===== src/hw/rtl/asps_pkg.sv =====
// ----------------------------------------------------------------------------
// asps_pkg
// Shared types and constants of the averaged sensor percent scaler.
// ----------------------------------------------------------------------------
package asps_pkg;

   // batch length; a power of two so the average is a plain shift
   localparam int SAMPLES    = 8;
   localparam int NUM_CH     = 2;
   localparam int SAMPLE_W   = 12;
   localparam int PCT_W      = 7;
   localparam int SUM_W      = $clog2(SAMPLES * 4095 + 1);
   localparam int CNT_W      = (SAMPLES > 1) ? $clog2(SAMPLES) : 1;
   localparam int PROD_W     = SAMPLE_W + PCT_W;
   localparam int DIV_CNT_W  = $clog2(PCT_W);
   localparam int CSR_IDX_W  = 3;

   typedef logic [SAMPLE_W-1:0]  sample_type;
   typedef logic [PCT_W-1:0]     pct_type;
   typedef logic [CSR_IDX_W-1:0] csr_index_type;

   localparam pct_type PCT_MAX = pct_type'(100);

   // channel codes
   localparam logic CH_LIGHT    = 1'b0;
   localparam logic CH_MOISTURE = 1'b1;

   // register indexes
   localparam csr_index_type REG_LIGHT_DARK     = csr_index_type'(0);
   localparam csr_index_type REG_LIGHT_BRIGHT   = csr_index_type'(1);
   localparam csr_index_type REG_MOISTURE_WET   = csr_index_type'(2);
   localparam csr_index_type REG_MOISTURE_DRY   = csr_index_type'(3);
   localparam csr_index_type REG_SAT_THRESHOLD  = csr_index_type'(4);
   localparam csr_index_type REG_LIGHT_ENABLE   = csr_index_type'(5);

   // register reset values
   localparam sample_type LIGHT_DARK_RESET    = sample_type'(1300);
   localparam sample_type LIGHT_BRIGHT_RESET  = sample_type'(4050);
   localparam sample_type MOISTURE_WET_RESET  = sample_type'(2100);
   localparam sample_type MOISTURE_DRY_RESET  = sample_type'(3950);
   localparam sample_type SAT_THRESHOLD_RESET = sample_type'(4090);
   localparam logic       LIGHT_ENABLE_RESET  = 1'b0;

   typedef struct packed {
      logic accumulate;  // take the accepted sample into its channel
      logic scale;       // clamp, numerator, span, flags
      logic mult;        // numerator times 100, divider init
      logic div_step;    // one quotient bit
      logic load;        // move the result into the output register
   } cmd_type;

   typedef struct packed {
      logic batch_done;  // the offered sample completes its channel's batch
      logic out_free;    // output register can take a result this cycle
   } status_type;

endpackage


===== src/hw/rtl/asps_ifs.sv =====
// ----------------------------------------------------------------------------
// asps channel interfaces
// Sample request, result response and register write channels.
// ----------------------------------------------------------------------------
interface asps_req_if;
   import asps_pkg::*;
   logic       valid;
   logic       ready;
   logic       sensor_channel;
   sample_type sample_value;
   modport source (output valid, sensor_channel, sample_value, input ready);
   modport sink   (input valid, sensor_channel, sample_value, output ready);
endinterface

interface asps_rsp_if;
   import asps_pkg::*;
   logic       valid;
   logic       ready;
   logic       result_channel;
   sample_type average_level;
   pct_type    level_percent;
   logic       near_saturation;
   modport source (output valid, result_channel, average_level, level_percent,
                   near_saturation, input ready);
   modport sink   (input valid, result_channel, average_level, level_percent,
                   near_saturation, output ready);
endinterface

interface asps_csr_if;
   import asps_pkg::*;
   logic          valid;
   logic          ready;
   csr_index_type reg_index;
   sample_type    write_data;
   modport source (output valid, reg_index, write_data, input ready);
   modport sink   (input valid, reg_index, write_data, output ready);
endinterface


===== src/hw/rtl/asps_datapath.sv =====
// ----------------------------------------------------------------------------
// asps_datapath
// Channel accumulators, settings registers, scaling, serial divider and
// output register.
// ----------------------------------------------------------------------------
module asps_datapath (
   input  logic                   clock,
   input  logic                   reset,
   input  asps_pkg::cmd_type      cmd,
   output asps_pkg::status_type   status,
   input  logic                   req_sensor_channel,
   input  asps_pkg::sample_type   req_sample_value,
   input  logic                   csr_valid,
   input  asps_pkg::csr_index_type csr_reg_index,
   input  asps_pkg::sample_type   csr_write_data,
   input  logic                   rsp_ready,
   output logic                   rsp_valid,
   output logic                   rsp_result_channel,
   output asps_pkg::sample_type   rsp_average_level,
   output asps_pkg::pct_type      rsp_level_percent,
   output logic                   rsp_near_saturation
);
   import asps_pkg::*;

   // settings
   sample_type dark_ff, dark_in, bright_ff, bright_in, wet_ff, wet_in;
   sample_type dry_ff, dry_in, thresh_ff, thresh_in;
   logic       light_en_ff, light_en_in;

   // accumulators
   logic [SUM_W-1:0] sum_ff   [NUM_CH];
   logic [SUM_W-1:0] sum_in   [NUM_CH];
   logic [CNT_W-1:0] count_ff [NUM_CH];
   logic [CNT_W-1:0] count_in [NUM_CH];
   logic [SUM_W-1:0] sum_next;
   logic             sel;

   // batch result in flight
   logic       chan_ff, chan_in;
   sample_type avg_ff, avg_in;
   sample_type num_ff, num_in, span_ff, span_in;
   logic       zero_pct_ff, zero_pct_in, force_ff, force_in, sat_ff, sat_in;
   sample_type lo, hi, clamped;

   // divider
   logic [PROD_W-1:0]   prod;
   sample_type          rem_ff, rem_in;
   pct_type             low_ff, low_in, quo_ff, quo_in;
   logic [SAMPLE_W:0]   trial, span_ext;

   // output register
   logic       out_valid_ff, out_valid_in;
   logic       out_chan_ff, out_chan_in;
   sample_type out_avg_ff, out_avg_in;
   pct_type    out_pct_ff, out_pct_in;
   logic       out_sat_ff, out_sat_in;

   always_comb begin
      sel               = req_sensor_channel;
      sum_next          = sum_ff[sel] + SUM_W'(req_sample_value);
      status.batch_done = (count_ff[sel] == CNT_W'(SAMPLES - 1));
      status.out_free   = !out_valid_ff || rsp_ready;
   end

   // settings writes; unknown indexes are dropped
   always_comb begin
      dark_in     = dark_ff;
      bright_in   = bright_ff;
      wet_in      = wet_ff;
      dry_in      = dry_ff;
      thresh_in   = thresh_ff;
      light_en_in = light_en_ff;
      if (csr_valid) begin
         case (csr_reg_index)
            REG_LIGHT_DARK:    dark_in     = csr_write_data;
            REG_LIGHT_BRIGHT:  bright_in   = csr_write_data;
            REG_MOISTURE_WET:  wet_in      = csr_write_data;
            REG_MOISTURE_DRY:  dry_in      = csr_write_data;
            REG_SAT_THRESHOLD: thresh_in   = csr_write_data;
            REG_LIGHT_ENABLE:  light_en_in = csr_write_data[0];
            default: ;
         endcase
      end
   end

   always_comb begin
      sum_in   = sum_ff;
      count_in = count_ff;
      chan_in  = chan_ff;
      avg_in   = avg_ff;
      if (cmd.accumulate) begin
         if (status.batch_done) begin
            sum_in[sel]   = '0;
            count_in[sel] = '0;
            avg_in        = SAMPLE_W'(sum_next / SAMPLES);
            chan_in       = sel;
         end else begin
            sum_in[sel]   = sum_next;
            count_in[sel] = count_ff[sel] + CNT_W'(1);
         end
      end
   end

   // clamp and span; results of an empty span are masked at the output
   always_comb begin
      lo          = (chan_ff == CH_MOISTURE) ? wet_ff : dark_ff;
      hi          = (chan_ff == CH_MOISTURE) ? dry_ff : bright_ff;
      clamped     = (avg_ff < lo) ? lo : ((avg_ff > hi) ? hi : avg_ff);
      num_in      = num_ff;
      span_in     = span_ff;
      zero_pct_in = zero_pct_ff;
      force_in    = force_ff;
      sat_in      = sat_ff;
      if (cmd.scale) begin
         force_in    = (chan_ff == CH_LIGHT) && !light_en_ff;
         num_in      = (chan_ff == CH_MOISTURE) ? hi - clamped : clamped - lo;
         span_in     = hi - lo;
         zero_pct_in = !(hi > lo) || force_in;
         sat_in      = (avg_ff >= thresh_ff) && !force_in;
      end
   end

   // restoring division of num*100 by span; quotient fits PCT_W bits since
   // num <= span, so the top bits of the product start below the divisor
   always_comb begin
      prod     = PROD_W'(num_ff) * PROD_W'(PCT_MAX);
      span_ext = {1'b0, span_ff};
      trial    = {rem_ff, low_ff[PCT_W-1]};
      rem_in   = rem_ff;
      low_in   = low_ff;
      quo_in   = quo_ff;
      if (cmd.mult) begin
         rem_in = prod[PROD_W-1:PCT_W];
         low_in = prod[PCT_W-1:0];
         quo_in = '0;
      end else if (cmd.div_step) begin
         low_in = low_ff << 1;
         if (trial >= span_ext) begin
            rem_in = SAMPLE_W'(trial - span_ext);
            quo_in = {quo_ff[PCT_W-2:0], 1'b1};
         end else begin
            rem_in = SAMPLE_W'(trial);
            quo_in = {quo_ff[PCT_W-2:0], 1'b0};
         end
      end
   end

   always_comb begin
      out_valid_in = out_valid_ff;
      out_chan_in  = out_chan_ff;
      out_avg_in   = out_avg_ff;
      out_pct_in   = out_pct_ff;
      out_sat_in   = out_sat_ff;
      if (cmd.load) begin
         out_valid_in = 1'b1;
         out_chan_in  = chan_ff;
         out_avg_in   = force_ff ? '0 : avg_ff;
         out_pct_in   = zero_pct_ff ? '0 : ((quo_ff > PCT_MAX) ? PCT_MAX : quo_ff);
         out_sat_in   = sat_ff;
      end else if (rsp_ready) begin
         out_valid_in = 1'b0;
      end
   end

   always_ff @(posedge clock) begin
      if (reset) begin
         dark_ff      <= LIGHT_DARK_RESET;
         bright_ff    <= LIGHT_BRIGHT_RESET;
         wet_ff       <= MOISTURE_WET_RESET;
         dry_ff       <= MOISTURE_DRY_RESET;
         thresh_ff    <= SAT_THRESHOLD_RESET;
         light_en_ff  <= LIGHT_ENABLE_RESET;
         for (int i = 0; i < NUM_CH; i++) begin
            sum_ff[i]   <= '0;
            count_ff[i] <= '0;
         end
         out_valid_ff <= 1'b0;
      end else begin
         dark_ff      <= dark_in;
         bright_ff    <= bright_in;
         wet_ff       <= wet_in;
         dry_ff       <= dry_in;
         thresh_ff    <= thresh_in;
         light_en_ff  <= light_en_in;
         sum_ff       <= sum_in;
         count_ff     <= count_in;
         out_valid_ff <= out_valid_in;
      end
   end

   always_ff @(posedge clock) begin
      chan_ff     <= chan_in;
      avg_ff      <= avg_in;
      num_ff      <= num_in;
      span_ff     <= span_in;
      zero_pct_ff <= zero_pct_in;
      force_ff    <= force_in;
      sat_ff      <= sat_in;
      rem_ff      <= rem_in;
      low_ff      <= low_in;
      quo_ff      <= quo_in;
      out_chan_ff <= out_chan_in;
      out_avg_ff  <= out_avg_in;
      out_pct_ff  <= out_pct_in;
      out_sat_ff  <= out_sat_in;
   end

   assign rsp_valid           = out_valid_ff;
   assign rsp_result_channel  = out_chan_ff;
   assign rsp_average_level   = out_avg_ff;
   assign rsp_level_percent   = out_pct_ff;
   assign rsp_near_saturation = out_sat_ff;

   // a finished batch leaves its channel's accumulator empty
   a_batch_clears: assert property (@(posedge clock) disable iff (reset)
      cmd.accumulate && status.batch_done |=>
         count_ff[chan_ff] == '0 && sum_ff[chan_ff] == '0)
      else $error("batch completion did not clear its accumulator");

   a_pct_range: assert property (@(posedge clock) disable iff (reset)
      out_valid_ff |-> out_pct_ff <= PCT_MAX)
      else $error("percent above 100 in output register");

   a_load_free: assert property (@(posedge clock) disable iff (reset)
      cmd.load |-> status.out_free)
      else $error("result loaded over an untaken result");

endmodule


===== src/hw/rtl/asps_controller.sv =====
// ----------------------------------------------------------------------------
// asps_controller
// Sequencer: takes samples, then walks a finished batch through scaling,
// the bit-serial divider and the output register.
// ----------------------------------------------------------------------------
module asps_controller (
   input  logic                 clock,
   input  logic                 reset,
   input  logic                 req_valid,
   output logic                 req_ready,
   input  asps_pkg::status_type status,
   output asps_pkg::cmd_type    cmd
);
   import asps_pkg::*;

   typedef enum logic [4:0] {
      ST_IDLE   = 5'b00001,
      ST_SCALE  = 5'b00010,
      ST_MULT   = 5'b00100,
      ST_DIVIDE = 5'b01000,
      ST_FINISH = 5'b10000
   } state_type;

   localparam logic [DIV_CNT_W-1:0] DIV_LAST = DIV_CNT_W'(PCT_W - 1);

   state_type             state_ff, state_in;
   logic [DIV_CNT_W-1:0]  div_cnt_ff, div_cnt_in;
   logic                  accept;

   always_comb begin
      req_ready      = (state_ff == ST_IDLE);
      accept         = req_valid && req_ready;
      cmd.accumulate = accept;
      cmd.scale      = (state_ff == ST_SCALE);
      cmd.mult       = (state_ff == ST_MULT);
      cmd.div_step   = (state_ff == ST_DIVIDE);
      cmd.load       = (state_ff == ST_FINISH) && status.out_free;
   end

   always_comb begin
      state_in   = state_ff;
      div_cnt_in = div_cnt_ff;
      case (state_ff)
         ST_IDLE: begin
            if (accept && status.batch_done) state_in = ST_SCALE;
         end
         ST_SCALE: state_in = ST_MULT;
         ST_MULT: begin
            state_in   = ST_DIVIDE;
            div_cnt_in = '0;
         end
         ST_DIVIDE: begin
            if (div_cnt_ff == DIV_LAST) state_in = ST_FINISH;
            else div_cnt_in = div_cnt_ff + DIV_CNT_W'(1);
         end
         ST_FINISH: begin
            if (status.out_free) state_in = ST_IDLE;
         end
         default: state_in = ST_IDLE;
      endcase
   end

   always_ff @(posedge clock) begin
      if (reset) begin
         state_ff   <= ST_IDLE;
         div_cnt_ff <= '0;
      end else begin
         state_ff   <= state_in;
         div_cnt_ff <= div_cnt_in;
      end
   end

   a_div_len: assert property (@(posedge clock) disable iff (reset)
      state_ff == ST_DIVIDE && div_cnt_ff == DIV_LAST |=> state_ff == ST_FINISH)
      else $error("divider ran past its last quotient bit");

   a_mult_to_div: assert property (@(posedge clock) disable iff (reset)
      state_ff == ST_MULT |=> state_ff == ST_DIVIDE && div_cnt_ff == '0)
      else $error("divider started without a cleared step count");

   a_reopen: assert property (@(posedge clock) disable iff (reset)
      cmd.load |=> req_ready)
      else $error("input not reopened after result load");

endmodule


===== src/hw/rtl/averaged_sensor_percent_scaler_unit.sv =====
// ----------------------------------------------------------------------------
// averaged_sensor_percent_scaler_unit
// Per-channel 8-sample averaging of light and moisture readings with a
// clamped linear percent and a near-saturation flag.
// ----------------------------------------------------------------------------
//   channel   direction  handshake      payload
//   req_bus   in         valid/ready    sensor_channel, sample_value
//   rsp_bus   out        valid/ready    result_channel, average_level,
//                                       level_percent, near_saturation
//   csr_bus   in         valid/ready    reg_index, write_data (always ready)
//
// A sample that does not finish a batch is taken and the input stays open.
// A sample that finishes a batch holds the input off after its accept while
// the batch goes through scale, multiply, the one-bit-per-cycle divider and
// output load; the input reopens once the output load is done.
// The output register lets the next samples in while a result waits;
// a waiting result stalls only the next batch completion at output load.
// Reset restores the register defaults and empties both accumulators.
// ----------------------------------------------------------------------------
module averaged_sensor_percent_scaler_unit (
   input logic clock,
   input logic reset,
   asps_req_if.sink   req_bus,
   asps_rsp_if.source rsp_bus,
   asps_csr_if.sink   csr_bus
);
   import asps_pkg::*;

   cmd_type    cmd;
   status_type status;

   assign csr_bus.ready = 1'b1;

   asps_controller u_ctrl (
      .clock     (clock),
      .reset     (reset),
      .req_valid (req_bus.valid),
      .req_ready (req_bus.ready),
      .status    (status),
      .cmd       (cmd)
   );

   asps_datapath u_dp (
      .clock               (clock),
      .reset               (reset),
      .cmd                 (cmd),
      .status              (status),
      .req_sensor_channel  (req_bus.sensor_channel),
      .req_sample_value    (req_bus.sample_value),
      .csr_valid           (csr_bus.valid),
      .csr_reg_index       (csr_bus.reg_index),
      .csr_write_data      (csr_bus.write_data),
      .rsp_ready           (rsp_bus.ready),
      .rsp_valid           (rsp_bus.valid),
      .rsp_result_channel  (rsp_bus.result_channel),
      .rsp_average_level   (rsp_bus.average_level),
      .rsp_level_percent   (rsp_bus.level_percent),
      .rsp_near_saturation (rsp_bus.near_saturation)
   );

endmodule

===== src/flat_wrapper.sv =====
// flat-port wrapper written by rule: the top's interface ports become plain ports
module averaged_sensor_percent_scaler_unit_flat import asps_pkg::*;
  (clock, reset, req_bus_valid, req_bus_sensor_channel, req_bus_sample_value, req_bus_ready, rsp_bus_valid, rsp_bus_result_channel, rsp_bus_average_level, rsp_bus_level_percent, rsp_bus_near_saturation, rsp_bus_ready, csr_bus_valid, csr_bus_reg_index, csr_bus_write_data, csr_bus_ready);
  asps_req_if req_bus_i ();
  asps_rsp_if rsp_bus_i ();
  asps_csr_if csr_bus_i ();
  input logic clock;
  input logic reset;
  input wire logic [$bits(req_bus_i.valid)-1:0] req_bus_valid;
  input wire logic [$bits(req_bus_i.sensor_channel)-1:0] req_bus_sensor_channel;
  input wire logic [$bits(req_bus_i.sample_value)-1:0] req_bus_sample_value;
  output wire logic [$bits(req_bus_i.ready)-1:0] req_bus_ready;
  output wire logic [$bits(rsp_bus_i.valid)-1:0] rsp_bus_valid;
  output wire logic [$bits(rsp_bus_i.result_channel)-1:0] rsp_bus_result_channel;
  output wire logic [$bits(rsp_bus_i.average_level)-1:0] rsp_bus_average_level;
  output wire logic [$bits(rsp_bus_i.level_percent)-1:0] rsp_bus_level_percent;
  output wire logic [$bits(rsp_bus_i.near_saturation)-1:0] rsp_bus_near_saturation;
  input wire logic [$bits(rsp_bus_i.ready)-1:0] rsp_bus_ready;
  input wire logic [$bits(csr_bus_i.valid)-1:0] csr_bus_valid;
  input wire logic [$bits(csr_bus_i.reg_index)-1:0] csr_bus_reg_index;
  input wire logic [$bits(csr_bus_i.write_data)-1:0] csr_bus_write_data;
  output wire logic [$bits(csr_bus_i.ready)-1:0] csr_bus_ready;
  assign req_bus_i.valid = req_bus_valid;
  assign req_bus_i.sensor_channel = req_bus_sensor_channel;
  assign req_bus_i.sample_value = req_bus_sample_value;
  assign req_bus_ready = req_bus_i.ready;
  assign rsp_bus_valid = rsp_bus_i.valid;
  assign rsp_bus_result_channel = rsp_bus_i.result_channel;
  assign rsp_bus_average_level = rsp_bus_i.average_level;
  assign rsp_bus_level_percent = rsp_bus_i.level_percent;
  assign rsp_bus_near_saturation = rsp_bus_i.near_saturation;
  assign rsp_bus_i.ready = rsp_bus_ready;
  assign csr_bus_i.valid = csr_bus_valid;
  assign csr_bus_i.reg_index = csr_bus_reg_index;
  assign csr_bus_i.write_data = csr_bus_write_data;
  assign csr_bus_ready = csr_bus_i.ready;
  averaged_sensor_percent_scaler_unit u_core (.clock(clock), .reset(reset), .req_bus(req_bus_i), .rsp_bus(rsp_bus_i), .csr_bus(csr_bus_i));
endmodule

===== config.mk =====
export PLATFORM = sky130hd
export DESIGN_NAME = averaged_sensor_percent_scaler_unit_flat
export DESIGN_NICKNAME = d
export VERILOG_FILES = /design/src/hw/rtl/asps_pkg.sv /design/src/hw/rtl/asps_ifs.sv /design/src/hw/rtl/asps_datapath.sv /design/src/hw/rtl/asps_controller.sv /design/src/hw/rtl/averaged_sensor_percent_scaler_unit.sv /design/src/flat_wrapper.sv
export SDC_FILE = /design/constraint.sdc
export NUM_CORES = 1
export LEC_CHECK = 0
export BUFFER_PORTS_ARGS = -buffer_cell sky130_fd_sc_hd__buf_2
export CAP_MARGIN = 20
export CORE_MARGIN = 3
export CORE_UTILIZATION = 68
export CTS_CLUSTER_DIAMETER = 50
export DETAILED_ROUTE_END_ITERATION = 10
export PLACE_DENSITY = 0.87
export SYNTH_ARGS = -nofsm -noshare
export SYNTH_HDL_FRONTEND = slang
export SYNTH_HIERARCHICAL = 1
export SYNTH_SLANG_ARGS = --single-unit

===== constraint.sdc =====
create_clock -name clock -period 13.8 [get_ports clock]
set_clock_uncertainty 0.05 [all_clocks]
set_input_delay 0.69 -clock clock [delete_from_list [all_inputs] [get_ports clock]]
set_output_delay 0.69 -clock clock [all_outputs]
set_load 0.01 [all_outputs]

# Yosys cells after proc, flatten, opt, wreduce, memory -nomap -nowiden
# Index checks and enable logic that the tools add are counted.
# word_totals
word_cells,125
memories,0
latch_bits,0
output_inout_bits,24
register_bits,191
mem_bits_rw,0
mem_bits_ro,0
input_bits,33
# classes
n_bitwise,6
n_addsub,7
reduce_logical,25
n_shift,0
div_mod_pow,0
n_mul,1
n_mux,34
n_eq_ne,16
n_lt_le_gt_ge,8
# op_table
op,n
12-bit two-way mux,8
15-bit two-way mux,4
12-bit subtractor,4
30-bit bitwise AND,1
30-bit bitwise mux,1
30-bit two-way mux,1
30-bit inverter,1
5-bit one-hot mux with 5 select lines,1
12-bit > comparator,2
7-bit two-way mux,3
"12-bit by 5-bit multiplier with 17-bit output, second input constant",1
2-bit AND reduction,8
15-bit by 12-bit adder with 15-bit output,1
15-bit demux with 1-bit select,1
3-bit two-way mux,5
5-bit two-way mux,3
13-bit by 12-bit >= comparator with 1-bit output,1
"3-bit equality test, second input constant",4
12-bit >= comparator,1
12-bit less-than comparator,1
"7-bit > comparator, second input constant",1
"3-bit by 1-bit adder with 3-bit output, second input constant",2
6-bit bitwise AND,1
6-bit bitwise mux,1
25 further kinds,40

# Longest topological paths before layout
# Gate-level depths: netlist of the first run.
# depth
depth_word,8
mapped_depth,23

# Modules after synthesis
# Netlist of the first run, hierarchy kept.
# modules_own_cells
mod,instances,area_per_inst_um2,seq_area_each_um2,cells_per_inst
asps_datapath,1,12035.3,4444.3,1313
asps_controller,1,476.7,160.2,54
averaged_sensor_percent_scaler_unit,1,11.3,0.0,2

# Worst setup path before layout of the first run
# Ideal clock, no wire load.
# synth_path
path_kind,reg2reg
from,reg u_core.u_dp.chan_ff
to,"reg u_core.u_dp.num_ff[10], data pin"
arrival_time_ps,4767
period_less_slack_ps,5089
slack_ps,8711
stages_incl_launch_ff,24
setup_time_ps,272
cell_sequence,edfxtp_1 -> buf_4 -> buf_2 -> buf_1 -> mux2i_1 -> ha_1 -> a21oi_1 -> nand2_1 -> a2111oi_0 -> o21ai_0 -> a41oi_2 -> buf_6 -> a21o_1 -> inv_1 -> ha_1 -> fa_1 -> nor2b_1 -> o21ai_0 -> a21boi_0 -> o21ai_0 -> a21oi_1 -> a31oi_1 -> xor2_1 -> mux2i_1
# synth_between
elab_chain_cells,6
# synth_lines
element,line_no,rtl
"start, declared",asps_datapath.sv:39,"logic chan_ff, chan_in;"
"start signal, assigned",asps_datapath.sv:192,chan_ff <= chan_in;
12-bit two-way mux,asps_datapath.sv:107,hi = (chan_ff == CH_MOISTURE) ? dry_ff : bright_ff;
12-bit > comparator,asps_datapath.sv:108,clamped = (avg_ff < lo) ? lo : ((avg_ff > hi) ? hi : avg_ff);
12-bit two-way mux (2 in series),asps_datapath.sv:108,
12-bit subtractor,asps_datapath.sv:116,num_in = (chan_ff == CH_MOISTURE) ? hi - clamped : clamped - lo;
12-bit two-way mux (*),asps_datapath.sv:116,
"end signal, assigned",asps_datapath.sv:194,num_ff <= num_in;
"end, declared",asps_datapath.sv:41,"sample_type num_ff, num_in, span_ff, span_in;"
# Mark *: on every way between the ends. The rest lies on a longest branch, timed or not.
# A chain may end at the register's enable or synchronous reset.

# Final worst setup path of the first run
# layout_path
from,reg u_core.u_dp.chan_ff
to,"reg u_core.u_dp.num_ff[11], data pin"
# The elaborated chain is that of the path after synthesis.

==> results of run 1 <==
==> cells in the mapped netlist (4+ instances only) <==
cell	count	area share, %
nor3b_1	4	0.24
a211oi_1	8	0.48
a211o_1	15	1.0
nor4_1	8	0.40
dfxtp_1	113	18
a311oi_1	5	0.35
and2_1	12	0.60
o21ai_0	46	1.8
mux2i_1	44	3.5
edfxtp_1	78	19
xor2_1	22	1.5
o211ai_1	7	0.42
a41o_1	5	0.40
nand2b_1	11	0.55
nor2b_1	39	1.9
nand3b_1	29	1.7
or2_2	10	0.50
nor2_1	88	2.6
mux2_2	32	2.9
xnor2_1	36	2.5
a31oi_1	10	0.50
o22ai_1	4	0.20
fa_1	12	1.9
buf_1	5	0.15
nand3_1	14	0.56
inv_1	97	2.9
nor3_1	23	0.92
a21oi_1	107	4.3
ha_1	137	14
o21a_1	12	0.72
clkbuf_1	40	1.2
nand2_1	196	5.9
buf_4	4	0.24
and3_1	6	0.30
or3_1	12	0.60
a21o_1	20	1.2
nand4_1	6	0.30
a21boi_0	4	0.24
==> per-layer routing <==
metal  global-route usage (%)  wire length (um)  vias to the layer above  part of all wire (%)
li1                         -                 -                     4877                     -
met4                     12.9              1140                        0                   3.8
met3                     5.09              2260                       90                   7.6
met1                     39.1             12200                     4686                    41
met5                        0                 0                        -                     0
met2                     50.0             14400                      446                    48
==> worst reg2reg max path, stage by stage, from the launching register on <==
cell and delay [ns]:
edfxtp_1 0.32, buf_4 0.53, mux2i_1 0.53, ha_1 0.35
a21oi_1 0.15, nand2_1 0.08, a2111oi_0 0.38, o21ai_0 0.20
a41oi_2 0.21, buf_4 0.28, a211oi_1 0.08, a21o_1 0.22
ha_1 0.28, nor2b_1 0.13, o21a_1 0.18, o21ai_1 0.22
a21oi_1 0.13, a41o_1 0.27, o41ai_1 0.34, xnor2_1 0.16
mux2i_1 0.09
==> through the flow <==
step	hold slack [ns]	total power (uW)	setup slack [ns]	area, sq um
after global placement	0.354	767	8.74	12900
after floorplan	0.350	734	8.71	12500
after detailed placement	0.374	773	8.52	12900
after CTS	0.394	1260	8.49	13500
final	0.393	1260	8.34	13500
after global routing	0.394	1300	8.06	13500
==> cell families (layout without fill, tap and decap cells) <==
family,count (synthesis),count (layout)
AND/OR/NAND/NOR,468,468
AO/OA/AOI/OAI,275,275
flip-flops,191,191
buffers and inverters,150,192
adder cells (fa/ha/maj),149,149
multiplexers,77,77
XOR/XNOR,58,58
other,1,1
==> power by group <==
| group | internal [uW] | switching, uW | total, uW |
|---|---|---|---|
| registers | 598 | 5.64 | 604 |
| logic | 66.7 | 94.9 | 162 |
| clock network | 259 | 232 | 491 |
| total | 924 | 333 | 1260 |
==> how the worst max path moves through the flow <==
stage | endpoint | cells after the start | slack [ns]
floorplan | u_core/u_dp/num_ff[10]$_DFFE_PP_ | 23 | 8.71
global placement | u_core/u_dp/num_ff[11]$_DFFE_PP_ | 20 | 8.74
detailed placement | u_core/u_dp/num_ff[10]$_DFFE_PP_ | 20 | 8.52
CTS | u_core/u_dp/num_ff[10]$_DFFE_PP_ | 20 | 8.49
global route | u_core/u_dp/num_ff[11]$_DFFE_PP_ | 20 | 8.06
finish | u_core/u_dp/num_ff[11]$_DFFE_PP_ | 20 | 8.34
==> area by class of cell <==
type                       count  share of cell area (%)
multi-input combinational   1028                    54.2
tap                          225                    2.09
clock inverter                12                   0.843
clock buffer                  20                    3.54
timing repair buffer          63                    2.48
sequential                   191                    34.1
inverter                      97                    2.70
==> flow_metrics.py, run 1 <==
metrics = {
    "critical_path": {
        "worst_r2r_endpoint": "u_core/u_dp/num_ff[11]$_DFFE_PP_",
        "cp.arrival_ns": 5.57,
        "crit_chain": "buf_4, mux2i_1, ha_1, a21oi_1, nand2_1, a2111oi_0, o21ai_0, a41oi_2, buf_4, a211oi_1, a21o_1, ha_1, nor2b_1, o21a_1, o21ai_1, a21oi_1, a41o_1, o41ai_1, xnor2_1, mux2i_1",
        "critPathKind": "register to register",
        "worst_setup_path_start_kind": "register",
        "timing.critical_path.buf_inv": 2,
        "critical_path_peak_fanout": 47,
        "r2r_start": "u_core/u_dp/chan_ff$_DFFE_PP_",
        "critPathRequiredTime_ns": 13.91,
        "end_kind": "register",
        "crit_start": "u_core/u_dp/chan_ff$_DFFE_PP_",
        "ff2ff_path_depth": 20,
        "cp_slowest_cell": "buf_4",
        "regToRegSetupSlack_ns": 8.34,
        "critPathTopFamily": "compound AO/OA/AOI/OAI gates",
        "slowest_delay_ns": 0.53,
    },
    "power": {
        "power_density_nw_per_um2": 93.1,
        "peakVddDrop_uv": 103,
        "p_leak_uw": 0.00594,
    },
    "final_layout": {
        "ff_latch_area_sq_um": 4600,
        "final_util_pct": 76.5,
        "finalNonFillerCells": 1636,
        "syn2layout_area_growth_pct": 7.79,
        "largest_reg_flops": 30,
        "multi_input_comb_area_sq_um": 7320,
        "largest-register": "u_core/u_dp/sum_ff",
        "layout_common_cells": "196 x nand2_1, 137 x ha_1, 113 x dfxtp_1",
        "diodes": 0,
        "drive_above_1_share_pct": 10.8,
        "final_nets": 1580,
        "fillCellCount": 1202,
        "layout_commonest_cell": "nand2_1",
    },
    "drt": {
        "drt.antenna.violating_nets": 0,
        "dr.pass1.iters": 6,
        "drtIter0Drc": 909,
        "wl_per_cell_um": 18.3,
        "wirelength_mm": 29.9,
        "vias_per_cell": 6.17,
        "drc": 0,
        "num_vias": 10100,
    },
    "logic_synthesis": {
        "synth_seq_area_share_pct": 36.8,
        "synthAdderAreaFrac_pct": 15.6,
        "synth-xor-area-share_pct": 4.06,
        "synth-compound-area-share_pct": 14.3,
        "syn_area_per_cell_sq_um": 9.15,
        "synth_cells": 1369,
        "ys_async_sr_fraction_pct": 0,
        "yosys_warnings": 6,
        "synth_top_family_by_area": "simple AND/OR/NAND/NOR gates",
        "synth_mux_area_share_pct": 6.51,
        "synth_area_sq_um": 12500,
        "synth_nets": 1551,
        "synth_simple_gate_area_share_pct": 17.9,
        "synth.distinct_cells": 74,
        "synth_edf_count": 78,
        "dominantRegCellSynth": "dfxtp_1",
        "synth_seq_cells": 191,
    },
    "clocking": {
        "holdBufCountCts": 0,
        "cts-resized-gates": 0,
        "post-cts-setup-buffer-count": 0,
        "cts.clk_slew.worst_paths_ns": 0.07,
        "cts-root-buf": "clkbuf_16",
        "cts.sinks": 191,
        "cts_made_buffers": 17,
        "clock_latency_ns": 0.44,
        "cts_tree": "built",
        "htree_levels": 4,
        "ctsLongestPathBuffers": 2,
    },
    "grt": {
        "overflow": 0,
        "track_usage_pct": 30.2,
        "grt_pass1_wl_mm": 48.6,
        "grt_pass1_vias": 9850,
        "grt_max_degree": 109,
        "antenna_found_initial": 0,
    },
    "min_path": {
        "whs_path_depth": 0,
        "min_from": "u_core/u_dp/sat_ff$_DFFE_PP_",
        "min_to": "u_core/u_dp/rsp_near_saturation$_DFFE_PP_",
        "hp-class": "register to register",
    },
    "timing": {
        "finalHoldViolCount": 0,
        "fin_crit_ns": 5.46,
        "fmax_mhz": 183,
        "setup_tns_ns": 0,
        "setup_viol": 0,
        "worstMarginPinSlew_ns": 1.04,
        "rsz0062_at_grt": "no",
        "slew_headroom_pct": 30.4,
        "fin_crit_sh_pct": 39.5,
        "maxSlewViolCount": 0,
    },
    "floorplanning": {
        "fp.coreArea_sq_um": 17700,
        "pin_count": 57,
        "die_area_sq_um": 20100,
        "fp.dieH_um": 142,
        "fp.dieW_um": 142,
        "start_util_pct": 70.9,
        "placementRows": 48,
    },
    "placement": {
        "hpwl_mm": 21.4,
        "place_congestion": 0.977,
        "io_buffers": 55,
        "dp.cells": 1603,
    },
    "outcome": {
        "status": "completed",
    },
    "run": {
        "max-cap-violations": 0,
    },
}
Note: power is estimated with default switching activity, not from simulation.
==> inputs of run 2 (changes only) <==
Settings changed: CORE_UTILIZATION 68 to 57, PLACE_DENSITY 0.87 to 0.78.
Clock period 13.8 ns to 4.51 ns, I/O delays scaled along.
==> run 2 against run 1 <==
Sequential share of layout area decreased by 1.6 points. Critical endpoint unchanged. Die area is 18% higher. Clock-buffer cell count is the same.
==> flow_metrics.py, run 2 (synthesized netlist as in run 1, its figures left out) <==
metrics = {
    "outcome": {
        "status": "completed",
    },
    "critical_path": {
        "critPathRequiredTime_ns": 4.64,
        "cp.arrival_ns": 4.48,
        "crit_chain": "buf_6, buf_6, mux2i_2, ha_1, o21ai_0, nand2b_1, a31oi_1, o21ai_1, a41oi_2, buf_6, buf_4, mux2i_4, ha_1, or3_1, o21ai_2, a21oi_2, a41o_1, o41ai_2, xnor2_1, mux2i_1",
        "end_kind": "register",
        "worst_setup_path_start_kind": "register",
        "worst_r2r_endpoint": "u_core/u_dp/num_ff[11]$_DFFE_PP_",
        "timing.critical_path.buf_inv": 4,
        "critical_path_peak_fanout": 9,
        "ff2ff_path_depth": 20,
        "slowest_delay_ns": 0.38,
        "critPathTopFamily": "compound AO/OA/AOI/OAI gates",
        "r2r_start": "u_core/u_dp/chan_ff$_DFFE_PP_",
        "critPathKind": "register to register",
        "regToRegSetupSlack_ns": 0.16,
        "cp.depth": 20,
        "cp_slowest_cell": "edfxtp_1",
        "crit_top_cell": "buf_6",
    },
    "floorplanning": {
        "fp.dieW_um": 154,
        "die_area_sq_um": 23800,
        "fp.dieH_um": 154,
        "pin_count": 57,
        "placementRows": 53,
        "start_util_pct": 58.8,
        "fp.coreArea_sq_um": 21300,
    },
    "drt": {
        "dr.pass1.iters": 5,
        "wirelength_mm": 30.6,
        "drc": 0,
        "drtIter0Drc": 683,
        "drt.antenna.violating_nets": 0,
        "wl_per_cell_um": 17.6,
        "num_vias": 10100,
        "vias_per_cell": 5.84,
    },
    "power": {
        "power_density_nw_per_um2": 273,
        "p_total_uw": 3870,
        "p_leak_uw": 0.00620,
        "peakVddDrop_uv": 236,
    },
    "grt": {
        "grt_pass1_wl_mm": 48.6,
        "grt_pass1_vias": 9635,
        "antenna_found_initial": 0,
        "overflow": 0,
        "grt_max_degree": 68,
        "track_usage_pct": 25.2,
    },
    "timing": {
        "fin_crit_sh_pct": 96.5,
        "worstMarginPinSlew_ns": 1.03,
        "finalHoldViolCount": 0,
        "maxSlewViolCount": 0,
        "fmax_mhz": 230,
        "fin_crit_ns": 4.35,
        "setup_viol": 0,
        "slew_headroom_pct": 31.3,
    },
    "placement": {
        "io_buffers": 55,
        "place_congestion": 0.946,
        "hpwl_mm": 22.5,
        "dpl-instance-area_sq_um": 13400,
    },
    "clocking": {
        "cts_tree": "built",
        "htree_levels": 4,
        "clock_latency_ns": 0.43,
        "cts-root-buf": "clkbuf_16",
        "ctsLongestPathBuffers": 2,
        "cts_made_buffers": 17,
        "cts.clk_slew.worst_paths_ns": 0.07,
        "cts.sinks": 191,
    },
    "final_layout": {
        "layout_common_cells": "196 x nand2_1, 133 x ha_1, 113 x dfxtp_1",
        "syn2layout_area_growth_pct": 13.1,
        "largest-register": "u_core/u_dp/sum_ff",
        "fillCellCount": 1690,
        "final_nets": 1631,
        "diodes": 0,
        "drive_above_1_share_pct": 16.0,
        "largest_reg_flops": 30,
        "layout_commonest_cell": "nand2_1",
        "final_util_pct": 66.6,
        "stdcell_area_sq_um": 14200,
    },
    "min_path": {
        "whs_path_depth": 2,
        "hp-class": "input pin to register",
        "min_from": "csr_bus_write_data[4]",
        "min_to": "u_core/u_dp/thresh_ff[4]$_SDFFE_PP1P_",
    },
    "run": {
        "max-cap-violations": 0,
    },
}
==> run 2: changes by cell type in the layout (fill, tap and decap cells not counted), moves of 3 or more <==
cell / before / now
a21oi_1: 107 / 102
a21oi_2: 2 / 7
buf_4: 8 / 50
buf_6: 0 / 5
ha_1: 137 / 133
ha_4: 0 / 3
mux2i_1: 44 / 39
mux2i_4: 0 / 3
o21ai_0: 46 / 39
o21ai_2: 0 / 7
==> run 2: repair_timing <==
action	CTS	global route
pin swaps	1	13
resized for setup	1	48
endpoints found under the hold margin	1	0
buffers inserted	0	1
hold buffers	1	0
endpoints found under the setup margin	2	6
==> run 2: per-layer routing <==
metal | global-route usage (%) | vias up | share of wire, % | routed length (um)
met5 | 0 | - | 0 | 0
met4 | 8.79 | 0 | 2.7 | 835
met3 | 3.39 | 64 | 5.3 | 1610
met2 | 42.4 | 312 | 49 | 14900
met1 | 33.5 | 4784 | 43 | 13300
li1 | - | 4982 | - | -
==> run 2: report_power, final <==
group          leakage [uW]  switching, uW  internal (uW)
Clock              0.000281            713            765
Sequential          0.00164           18.9           1830
Combinational       0.00429            306            240
Total               0.00620           1040           2840
==> run 2: per-stage QoR <==
stage | setup slack, ns | hold WS [ns] | setup TNS [ns] | instances
after floorplan | 0.0143 | 0.251 | 0 | 1369
after global placement | 0.132 | 0.354 | 0 | 1701
after detailed placement | -0.00542 | 0.365 | -0.00542 | 1701
after CTS | 0.00340 | 0.0132 | 0 | 1734
after global routing | -0.121 | 0.0230 | -0.198 | 1737
final | 0.159 | 0.0302 | 0 | 1737
==> run 2: area by class of cell <==
| class | instances | area [sq um] | share of cell area (%) |
|---|---|---|---|
| Clock buffer | 20 | 458 | 3.23 |
| Clock inverter | 12 | 119 | 0.839 |
| Inverter | 97 | 364 | 2.57 |
| Multi-Input combinational cell | 1028 | 7510 | 53.0 |
| Sequential cell | 191 | 4600 | 32.5 |
| Tap cell | 275 | 344 | 2.43 |
| Timing Repair Buffer | 114 | 767 | 5.41 |
==> run 2: how the worst max path moves through the flow <==
stage                                  startpoint                          endpoint
global placement    u_core/u_dp/chan_ff$_DFFE_PP_  u_core/u_dp/num_ff[10]$_DFFE_PP_
floorplan           u_core/u_dp/chan_ff$_DFFE_PP_  u_core/u_dp/num_ff[10]$_DFFE_PP_
global route        u_core/u_dp/chan_ff$_DFFE_PP_  u_core/u_dp/num_ff[11]$_DFFE_PP_
CTS                 u_core/u_dp/chan_ff$_DFFE_PP_  u_core/u_dp/num_ff[11]$_DFFE_PP_
finish              u_core/u_dp/chan_ff$_DFFE_PP_  u_core/u_dp/num_ff[11]$_DFFE_PP_
detailed placement  u_core/u_dp/chan_ff$_DFFE_PP_  u_core/u_dp/num_ff[11]$_DFFE_PP_
==> inputs of run 3 (changes only) <==
Settings changed: ABC_AREA set to 1.
==> run 3 against run 2 <==
Clock power fell by 3%. Final area decreased by 1.4%. Critical endpoint is now u_core/u_dp/num_ff[9]$_DFFE_PP_. Wire length increased by 1.8%. Hold slack got worse by 0.0038 ns. Synthesized area grew 1.8%. Final cell count rose by 16%. Die area up 1.7%. Power shrank 0.24%. Clock-buffer cell count down 2. Sequential share of layout area up 0.47 points. Flip-flop and latch count unchanged.
==> flow_metrics.py, run 3 <==
metrics = {
    "floorplanning": {
        "fp.dieW_um": 156,
        "start_util_pct": 58.2,
        "placementRows": 54,
        "fp.dieH_um": 156,
        "pin_count": 57,
        "die_area_sq_um": 24200,
        "fp.coreArea_sq_um": 21900,
    },
    "run": {
        "max-cap-violations": 0,
    },
    "clocking": {
        "ctsLongestPathBuffers": 2,
        "cts_made_buffers": 17,
        "cts.sinks": 191,
        "clock_latency_ns": 0.44,
        "htree_levels": 4,
        "cts.clk_slew.worst_paths_ns": 0.08,
        "cts_tree": "built",
        "cts-root-buf": "clkbuf_16",
        "holdBufCountCts": 0,
    },
    "power": {
        "p_total_uw": 3860,
        "pwr-share-comb_pct": 14.3,
        "power_density_nw_per_um2": 277,
        "internal-power_uw": 2780,
        "p_leak_uw": 0.00692,
        "clock_power_share_pct": 37.0,
        "swShare_pct": 28.1,
        "pwr-share-seq_pct": 48.7,
        "peakVddDrop_uv": 228,
        "p_sw_uw": 1090,
    },
    "critical_path": {
        "critPathRequiredTime_ns": 4.65,
        "worst_setup_path_start_kind": "register",
        "critPathKind": "register to register",
        "ff2ff_path_depth": 24,
        "critical_path_peak_fanout": 22,
        "cp.arrival_ns": 4.41,
        "end_kind": "register",
    },
    "logic_synthesis": {
        "yosys.area.top_type": "edfxtp_1",
        "synth_top_area_share_pct": 18.4,
        "ys_top_cells_by_count": "419 x nand2_1, 223 x inv_1, 141 x nor2_1",
        "synth_seq_area_share_pct": 36.1,
        "synth_most_common_cell": "nand2_1",
        "synth_cells": 1670,
        "ys_async_sr_fraction_pct": 0,
        "synth.distinct_cells": 58,
        "dominantRegCellSynth": "dfxtp_1",
        "syn_area_per_cell_sq_um": 7.63,
        "synth_area_sq_um": 12700,
        "synth_nets": 1852,
        "synth_area_leaders": "edfxtp_1 18%, dfxtp_1 18%, ha_1 13%, nand2_1 12%, inv_1 6.6%",
        "synth_seq_cells": 191,
        "synth_edf_count": 78,
        "yosys_warnings": 6,
    },
    "timing": {
        "fmax_mhz": 234,
        "slew_headroom_pct": 49.0,
        "worstMarginPinSlew_ns": 0.765,
        "setup_viol": 0,
        "finalWorstSetupSlack_ns": 0.239,
        "fin_crit_sh_pct": 94.7,
        "fin_crit_ns": 4.27,
        "finalHoldViolCount": 0,
        "maxSlewViolCount": 0,
    },
    "min_path": {
        "whs_path_depth": 4,
        "hp-class": "input pin to register",
    },
    "final_layout": {
        "layout_common_cells": "419 x nand2_1, 223 x inv_1, 138 x nor2_1",
        "layout_commonest_cell": "nand2_1",
        "stdcell_area_sq_um": 14000,
        "final_nets": 1908,
        "fillCellCount": 1923,
        "syn2layout_area_growth_pct": 9.54,
        "largest-register": "u_core/u_dp/sum_ff",
        "drive_above_1_share_pct": 9.66,
        "largest_reg_flops": 30,
    },
    "drt": {
        "num_vias": 11100,
        "wl_per_cell_um": 15.4,
        "wirelength_mm": 31.1,
        "drc": 0,
        "drtIter0Drc": 951,
        "dr.pass1.iters": 6,
        "drt.antenna.violating_nets": 0,
        "vias_per_cell": 5.51,
    },
    "grt": {
        "antenna_found_initial": 0,
        "grt_pass1_vias": 10600,
        "grt_pass1_wl_mm": 51.0,
        "overflow": 0,
        "track_usage_pct": 25.9,
        "grt_max_degree": 61,
    },
    "placement": {
        "dpl-instance-area_sq_um": 13400,
        "io_buffers": 55,
        "dp_slack_ns": 0.137,
        "place_congestion": 0.968,
        "hpwl_mm": 23.8,
    },
    "outcome": {
        "status": "completed",
    },
}
## run 3: cell types whose count changed in the layout (fill, tap and decap cells not counted), moves of 22 or more
| cell | previous run | this run |
|---|---|---|
| nand3_1 | 14 | 74 |
| o21ai_0 | 39 | 96 |
| buf_4 | 50 | 25 |
| nand3b_1 | 29 | 2 |
| mux2i_1 | 39 | 10 |
| inv_1 | 96 | 223 |
| nor2b_1 | 37 | 0 |
| nand2_1 | 196 | 419 |
| mux2_2 | 30 | 1 |
| o21ai_1 | 1 | 23 |
| nor2_1 | 86 | 138 |
| xnor2_1 | 36 | 10 |
## run 3: worst max-delay path: stages (launching register included)
cell and delay, ns:
edfxtp_1 0.49, buf_4 0.20, buf_12 0.15, o21ai_0 0.30, ha_1 0.33, a21oi_1 0.18
nand2_1 0.07, nand2_1 0.05, nand3_1 0.09, nand2_1 0.12, buf_4 0.23, nand2_1 0.07
o21ai_0 0.08, nand2_1 0.08, nand2_1 0.11, inv_1 0.06, ha_1 0.36, a21oi_1 0.12
o21ai_0 0.25, a21oi_1 0.07, inv_1 0.10, a21oi_1 0.08, or2_2 0.27, nand3_1 0.07
nand2_1 0.05
## run 3: final cells by class
cell class              instances  area, sq um  area share [%]
diodes                          1         2.50          0.0179
multi-input cells            1201         7070            50.6
inverters                     232          873            6.25
clock inverters                14          118           0.842
well taps                     280          350            2.51
flip-flops and latches        191         4600            33.0
repair buffers                 83          522            3.74
clock buffers                  18          429            3.07
## run 3: cell families after synthesis
| logic type | count (synthesis) | share of synthesized area [%] |
|---|---|---|
| other | 1 | 0.0294 |
| buffers and inverters | 278 | 8.60 |
| XOR/XNOR | 37 | 2.60 |
| flip-flops | 191 | 36.1 |
| AO/OA/AOI/OAI | 298 | 13.2 |
| AND/OR/NAND/NOR | 704 | 23.2 |
| adder cells (fa/ha/maj) | 149 | 15.3 |
| multiplexers | 12 | 0.952 |
## run 3: layer usage
layer / global-route usage (%) / part of all wire (%)
met5: 0 / 0
met4: 7.54 / 1.6
met3: 3.94 / 7.1
met2: 43.9 / 47
met1: 34.7 / 44
## run 3: metrics by stage
step	util [%]	instances	TNS, ns	hold slack (ns)
after floorplan	-	1670	0	0.242
after global placement	61.0	1985	0	0.367
after detailed placement	61.0	1985	0	0.390
after CTS	63.5	2017	0	0.0109
after global routing	63.8	2019	-0.0626	0.0390
final	63.8	2020	0	0.0264
## run 3: power groups by stage
stage,Clock [uW],Sequential (uW),Combinational [uW]
CTS,1450,1880,544
global placement,0,1920,526
floorplan,0,1910,400
finish,1430,1880,552
global route,1530,1890,627
detailed placement,0,1920,541
## run 3: timing repair
item / 4_1_cts / 5_1_grt
gates resized for setup: 0 / 12
endpoints found under the setup margin: 0 / 6
setup buffers: 0 / 1
## run 3: path summary, 6_finish.rpt
path                                      start                                        end  slack (ns)
hold reg to reg    u_core/u_dp/sat_ff$_DFFE_PP_  u_core/u_dp/rsp_near_saturation$_DFFE_PP_        0.40
setup reg to reg  u_core/u_dp/chan_ff$_DFFE_PP_            u_core/u_dp/num_ff[9]$_DFFE_PP_        0.24
hold / removal                    rsp_bus_ready         u_core/u_dp/rsp_valid$_SDFFE_PP0P_        0.03
setup / recovery  u_core/u_dp/chan_ff$_DFFE_PP_            u_core/u_dp/num_ff[9]$_DFFE_PP_        0.24
